File: src/sv/hlfr_pkg.sv
// Shared types, constants and helpers for the hybrid LRU / frequency replacement core.
// No dependencies; every other file except hlfr_ram imports this package.
package hlfr_pkg;

  localparam int NUM_SETS_DEF = 2048;
  localparam int NUM_WAYS     = 16;
  localparam int WAY_W        = 4;
  localparam int RANK_W       = 4;
  localparam int CNT_W        = 3;
  localparam int IN_SET_W     = 11;
  localparam int WIN_W        = 16;
  localparam int TIME_W       = 32;
  localparam int DECAY_W      = 20;
  localparam int IDX_W        = WAY_W;

  localparam int IN_DATA_W    = 16;
  localparam int OUT_DATA_W   = 8;
  localparam int CFG_IDX_W    = 2;
  localparam int CFG_DATA_W   = 20;

  localparam logic [CFG_IDX_W-1:0] CFG_FREQ_LIMIT   = 2'd0;
  localparam logic [CFG_IDX_W-1:0] CFG_WINDOW_SIZE  = 2'd1;
  localparam logic [CFG_IDX_W-1:0] CFG_MISS_LIMIT   = 2'd2;
  localparam logic [CFG_IDX_W-1:0] CFG_DECAY_PERIOD = 2'd3;

  localparam logic [CNT_W-1:0]   FREQ_LIMIT_RST   = 3'd7;
  localparam logic [WIN_W-1:0]   WINDOW_SIZE_RST  = 16'd128;
  localparam logic [WIN_W-1:0]   MISS_LIMIT_RST   = 16'd32;
  localparam logic [DECAY_W-1:0] DECAY_PERIOD_RST = 20'd1024;

  localparam logic KIND_QUERY  = 1'b0;
  localparam logic KIND_UPDATE = 1'b1;

  typedef struct packed {
    logic [NUM_WAYS-1:0][CNT_W-1:0]  cnt;
    logic [NUM_WAYS-1:0][RANK_W-1:0] rank;
    logic [WIN_W-1:0]                hits;
    logic [WIN_W-1:0]                misses;
    logic [TIME_W-1:0]               stamp;
    logic                            mode;
  } hlfr_row_t;

  typedef struct packed {
    logic             load_in;
    logic             quo_step;
    logic             mod_step;
    logic             rd_en;
    logic             row_load;
    logic             win;
    logic             upd;
    logic             scan;
    logic             out_load;
    logic             clr_en;
    logic [IDX_W-1:0] idx;
  } hlfr_cmd_t;

  typedef struct packed {
    logic need_mod;
    logic kind;
    logic clr_last;
    logic out_free;
  } hlfr_status_t;

  function automatic hlfr_row_t reset_row();
    hlfr_row_t r;
    r = '0;
    for (int w = 0; w < NUM_WAYS; w++) begin
      r.rank[w] = RANK_W'(w);
    end
    return r;
  endfunction

endpackage

File: src/sv/hlfr_ctrl.sv
// Sequencer for the replacement core: clearing pass, set reduction, read, update or scan.
// Depends on hlfr_pkg; drives the datapath through hlfr_cmd_t.
module hlfr_ctrl
  import hlfr_pkg::*;
(
  input  logic         clk,
  input  logic         rst_n,
  input  logic         in_tvalid,
  output logic         in_tready,
  input  hlfr_status_t st,
  output hlfr_cmd_t    cmd
);

  localparam logic [3:0] S_CLEAR = 4'd0;
  localparam logic [3:0] S_IDLE  = 4'd1;
  localparam logic [3:0] S_MOD   = 4'd2;
  localparam logic [3:0] S_LOAD  = 4'd3;
  localparam logic [3:0] S_UPD   = 4'd4;
  localparam logic [3:0] S_WIN   = 4'd5;
  localparam logic [3:0] S_SCAN  = 4'd6;
  localparam logic [3:0] S_OUT   = 4'd7;
  localparam logic [3:0] S_SUB   = 4'd8;

  logic [3:0]       state_r, state_nxt;
  logic [IDX_W-1:0] cnt_r, cnt_nxt;

  always_ff @(posedge clk) begin
    if (!rst_n) begin
      state_r <= S_CLEAR;
      cnt_r   <= '0;
    end else begin
      state_r <= state_nxt;
      cnt_r   <= cnt_nxt;
    end
  end

  assign in_tready = (state_r == S_IDLE);

  always_comb begin
    cmd       = '0;
    state_nxt = state_r;
    cnt_nxt   = cnt_r;
    unique case (state_r)
      S_CLEAR: begin
        cmd.clr_en = 1'b1;
        if (st.clr_last) begin
          state_nxt = S_IDLE;
        end
      end
      S_IDLE: begin
        if (in_tvalid) begin
          cmd.load_in = 1'b1;
          state_nxt   = S_MOD;
        end
      end
      S_MOD: begin
        if (st.need_mod) begin
          cmd.quo_step = 1'b1;
          state_nxt    = S_SUB;
        end else begin
          cmd.rd_en = 1'b1;
          state_nxt = S_LOAD;
        end
      end
      S_SUB: begin
        cmd.mod_step = 1'b1;
        state_nxt    = S_MOD;
      end
      S_LOAD: begin
        cmd.row_load = 1'b1;
        state_nxt    = (st.kind == KIND_UPDATE) ? S_UPD : S_WIN;
      end
      S_UPD: begin
        cmd.upd   = 1'b1;
        state_nxt = S_IDLE;
      end
      S_WIN: begin
        cmd.win   = 1'b1;
        cnt_nxt   = '0;
        state_nxt = S_SCAN;
      end
      S_SCAN: begin
        cmd.scan = 1'b1;
        cmd.idx  = cnt_r;
        cnt_nxt  = cnt_r + IDX_W'(1);
        if (cnt_r == IDX_W'(NUM_WAYS - 1)) begin
          state_nxt = S_OUT;
        end
      end
      S_OUT: begin
        if (st.out_free) begin
          cmd.out_load = 1'b1;
          state_nxt    = S_IDLE;
        end
      end
      default: begin
        state_nxt = S_IDLE;
      end
    endcase
  end

endmodule

File: config.mk
export PLATFORM = sky130hd
export DESIGN_NAME = hlfr_ctrl
export DESIGN_NICKNAME = d
export VERILOG_FILES = /design/src/sv/hlfr_pkg.sv /design/src/sv/hlfr_ctrl.sv
export SDC_FILE = /design/constraint.sdc
export NUM_CORES = 1
export LEC_CHECK = 0
export BUFFER_PORTS_ARGS = -buffer_cell sky130_fd_sc_hd__buf_2
export CORE_MARGIN = 3
export CORE_UTILIZATION = 40
export CTS_CLUSTER_DIAMETER = 80
export CTS_CLUSTER_SIZE = 8
export DETAILED_ROUTE_END_ITERATION = 16
export PLACE_DENSITY_LB_ADDON = 0.3
export SYNTH_ARGS = -nofsm -noshare
export SYNTH_HDL_FRONTEND = slang
export SYNTH_SLANG_ARGS = --single-unit
File: constraint.sdc
create_clock -name clk -period 1.45 [get_ports clk]
set_input_delay 0.2175 -clock clk [delete_from_list [all_inputs] [get_ports clk]]
set_output_delay 0.2175 -clock clk [all_outputs]
set_load 0.01 [all_outputs]
---- Word-level counts from Yosys, hierarchy flattened ----
Index checks and enable logic that the tools add are counted.
cells by class
  bitwise logic cells ..................... 0
  $mul .................................... 0
  $lt $le $gt $ge ......................... 0
  add/subtract/negate cells ............... 1
  shift operators ......................... 0
  mux-type cells .......................... 23
  eq/ne operators ......................... 13
  reduce and logical (&&, ||, !) cells .... 3
  divide/modulo/power cells ............... 0
operator list
  operator                                                          number
  4-bit case mux with 8 select lines                                1
  4-bit 2-to-1 mux                                                  6
  4-bit by 3-bit == test with 1-bit output (second input constant)  4
  1-bit 2-to-1 mux                                                  15
  4-bit by 2-bit == test with 1-bit output (second input constant)  2
  4-bit == test (second input constant)                             2
  2-bit != test (second input constant)                             4
  4-bit case mux with 2 select lines                                1
  4-bit by 1-bit adder with 4-bit output (second input constant)    1
  4-bit by 1-bit == test with 1-bit output (second input constant)  1
  4-bit zero test                                                   1
  4-bit AND reduction                                               1
  2-bit nonzero test                                                1
storage, ports and cells
  memories ................................ 0
  input port bits ......................... 7
  bits in registers ....................... 8
  bits in read-only memories .............. 0
  bits in latches ......................... 0
  output and inout port bits .............. 15
  bits in writable memories ............... 0
  logic and storage cells ................. 42

---- Longest topological paths before layout ----
  depth after elaboration ................. 3
  gate-level depth with buffers ........... 5
  gate-level depth less buffers ........... 5

---- Worst setup path before layout ----
OpenSTA, ideal clock, no wires.
  kind .................................... reg-to-output
  from .................................... register state_r[1]
  to ...................................... output cmd[13] (netlist name)
  cell stages (with the launch flop) ...... 5
  slack ................................... 76 ps
  buffers on the path ..................... 1
  data required time ...................... 1233 ps
  data arrival time ....................... 1157 ps
  path through ............................ dfxtp_1 > buf_2 > nand2b_1 > nor3_1 > and2_1
RTL lines
  what                    RTL line         text
  from (decl)             hlfr_ctrl.sv:24  logic [3:0] state_r, state_nxt;
  from (signal assigned)  hlfr_ctrl.sv:32  state_r <= state_nxt;
  to (decl)               hlfr_ctrl.sv:11  output hlfr_cmd_t cmd

==> out/results.tsv <==
metric	value	unit
final hold vios	0	
Startpoint Class	flip-flop	
via count	654	
Synth Instances	72	
Final ANT Viol Nets	0	
die area	0.00188	mm2
FP Rows	12	
Die Ht	43.4	um
family with the most delay on the worst path	buffers and inverters	
nets	111	
Core Util, Final	0.716	
Pleak	0.377	nW
drt drc	0	
H-tree Lvls	1	
Post-Syn Area	558	um2
syn nets	80	
CTS tree	yes	
Period Utilization, post-route	1.02	
post-layout min period	1480	ps
register area share after synthesis	0.287	
final instance area	860	um2
Fmax	0.674	GHz
Clock Latency Late Sink	270	ps
Area Overhead vs Synth	54.0	%
Critical Path AT	1270	ps
setup TNS	-70.1	ps
MaxCap Viol Count	0	
Core Box Area	0.00120	mm2
Detail Placement HPWL	1020	um
Die Wd	43.4	um
total CTS buffers	3	
IO Port Bufs	21	
DP Area	691	um2
required time worst endpoint	1230	ps
status	finished with violations	
Max rail drop VDD	893	uV
fin cells	115	
critical setup path kind	flip-flop to primary output	
Total GRT Usage	0.167	
hold buffers post-CTS	0	
Unique masters post-synth	31	
worst path bufs/invs	3	
initial drt markers	27	
crit-path max FO	4	
vias in the first global route	560	
clock buffer depth	2	
post-synthesis average cell area	7.75	um2
most common cell after layout, fill and taps aside	buf_2	
Worst-path clk slew	50	ps
Syn. warnings	0	
# IOs	22	
Placement Setup Slack	59.3	ps
Via density	5.69	
RSZ-0062 raised after global routing	true	
# setup viols final	4	
critical-path cell list	buf_6, buf_4, nor4b_4, buf_2	
Worst Skew	15.8	ps
slowest CP cell	dfxtp_4	
pin count of the biggest net entering global routing	12	
CP max stage delay	360	ps
GPL Wtd Cong	0.788	
Placed Cells	107	
Yosys reg bits	8	
first drt pass iteration count	5	
clk sinks	8	
Final WS setup	-34.1	ps
Tightest Pin Transition	286	ps
CTS root buf	clkbuf_4	
routed len/inst	14.0	um
gr ovfl total	0	
Final Max Slew Viols	0	
failing checks	setup timing	
Ant. Diodes	0	
first-pass GRT wire length	2400	um
DRT Wirelength	1620	um
initial antenna violation count	0	
Worst slew margin	0.807	
most frequent cells in the layout	21 x buf_2, 6 x nor2_1, 6 x and2_1, 6 x buf_4	
hold crit path type	input pin to flip-flop	
Crit. End Element	primary output	
layout cells sized above 1	0.505	
Initial Utilization	0.465	
Pwr Density	1630	mW/mm2
==> final timing paths <==
path	to	startpoint	slack, ps	cells after the start
max	cmd[11]	state_r[1]	-30	4
min	state_r[3]	rst_n	220	2
max reg2reg	state_r[1]	state_r[1]	30	6
min reg2reg	cnt_r[3]	cnt_r[3]	510	2
==> cells in the mapped netlist <==
cell,n,share of area
dfxtp_1,8,0.29
o21a_1,1,0.013
nand3_1,2,0.018
ha_1,1,0.022
mux2i_1,2,0.036
nor2b_1,1,0.011
nor4_1,3,0.034
nor2_1,7,0.047
nor4b_2,1,0.027
or2_0,1,0.011
nand4_1,1,0.011
buf_4,1,0.013
o21ai_1,1,0.0090
and4bb_1,1,0.022
a22oi_1,1,0.013
or3_1,1,0.011
a22o_1,1,0.016
buf_2,4,0.036
nor3_1,4,0.036
inv_1,3,0.020
and4bb_2,1,0.022
o22ai_1,1,0.011
o21ai_0,2,0.018
a21oi_1,5,0.045
a311o_1,1,0.018
and2_1,6,0.067
nand3b_1,3,0.040
nand2_1,2,0.013
nand2b_1,4,0.045
and3_1,1,0.011
o21bai_1,1,0.013
==> kinds of logic (layout without fill, tap and decap cells) <==
family	count (synthesis)	count (layout)	synth area share
AND/OR/NAND/NOR	39	39	0.428
multiplexers	2	2	0.0359
buffers and inverters	8	37	0.0695
flip-flops	8	8	0.287
AO/OA/AOI/OAI	14	14	0.157
adder cells (fa/ha/maj)	1	1	0.0224
==> stage by stage <==
| stage | hold slack [ps] | power, W |
|---|---|---|
| finish | 218 | 0.00140 |
| global route | 220 | 0.00149 |
| CTS | 219 | 0.00127 |
| detailed placement | 483 | 0.000900 |
| global placement | 467 | 0.000894 |
| floorplan | 339 | 0.000701 |
==> registers in the layout, indices dropped and copies added (netlist names) <==
signal	count
cnt_r	4
state_r	4
==> power breakdown <==
| part | switching [W] | total, W | internal [W] |
|---|---|---|---|
| sequential | 0.0000641 | 0.000338 | 0.000274 |
| combinational | 0.000447 | 0.000881 | 0.000434 |
| clock | 0.0000854 | 0.000181 | 0.0000953 |
==> routing by layer <==
layer / vias up / part of all wire / routed length, um / track usage
li1: 321 / - / - / -
met1: 302 / 0.42 / 681 / 0.205
met2: 31 / 0.50 / 813 / 0.277
met3: 0 / 0.075 / 121 / 0.0622
met4: 0 / 0 / 0 / 0.0361
met5: - / 0 / 0 / 0
==> what timing repair did <==
action                     4_1_cts  5_1_grt
setup buffers                    5        0
setup endpoints to repair       10       15
pin swaps                        4        6
resized for setup               16       10
hold endpoints to repair         0        0
==> final cells by class <==
class	instances	area, um2
tap	14	17.5
timing repair buffer	31	195
sequential	8	168
inverter	3	11.3
multi-input combinational	56	445
fill	94	342
clock buffer	3	22.5
(Power assumes the default switching activity.)
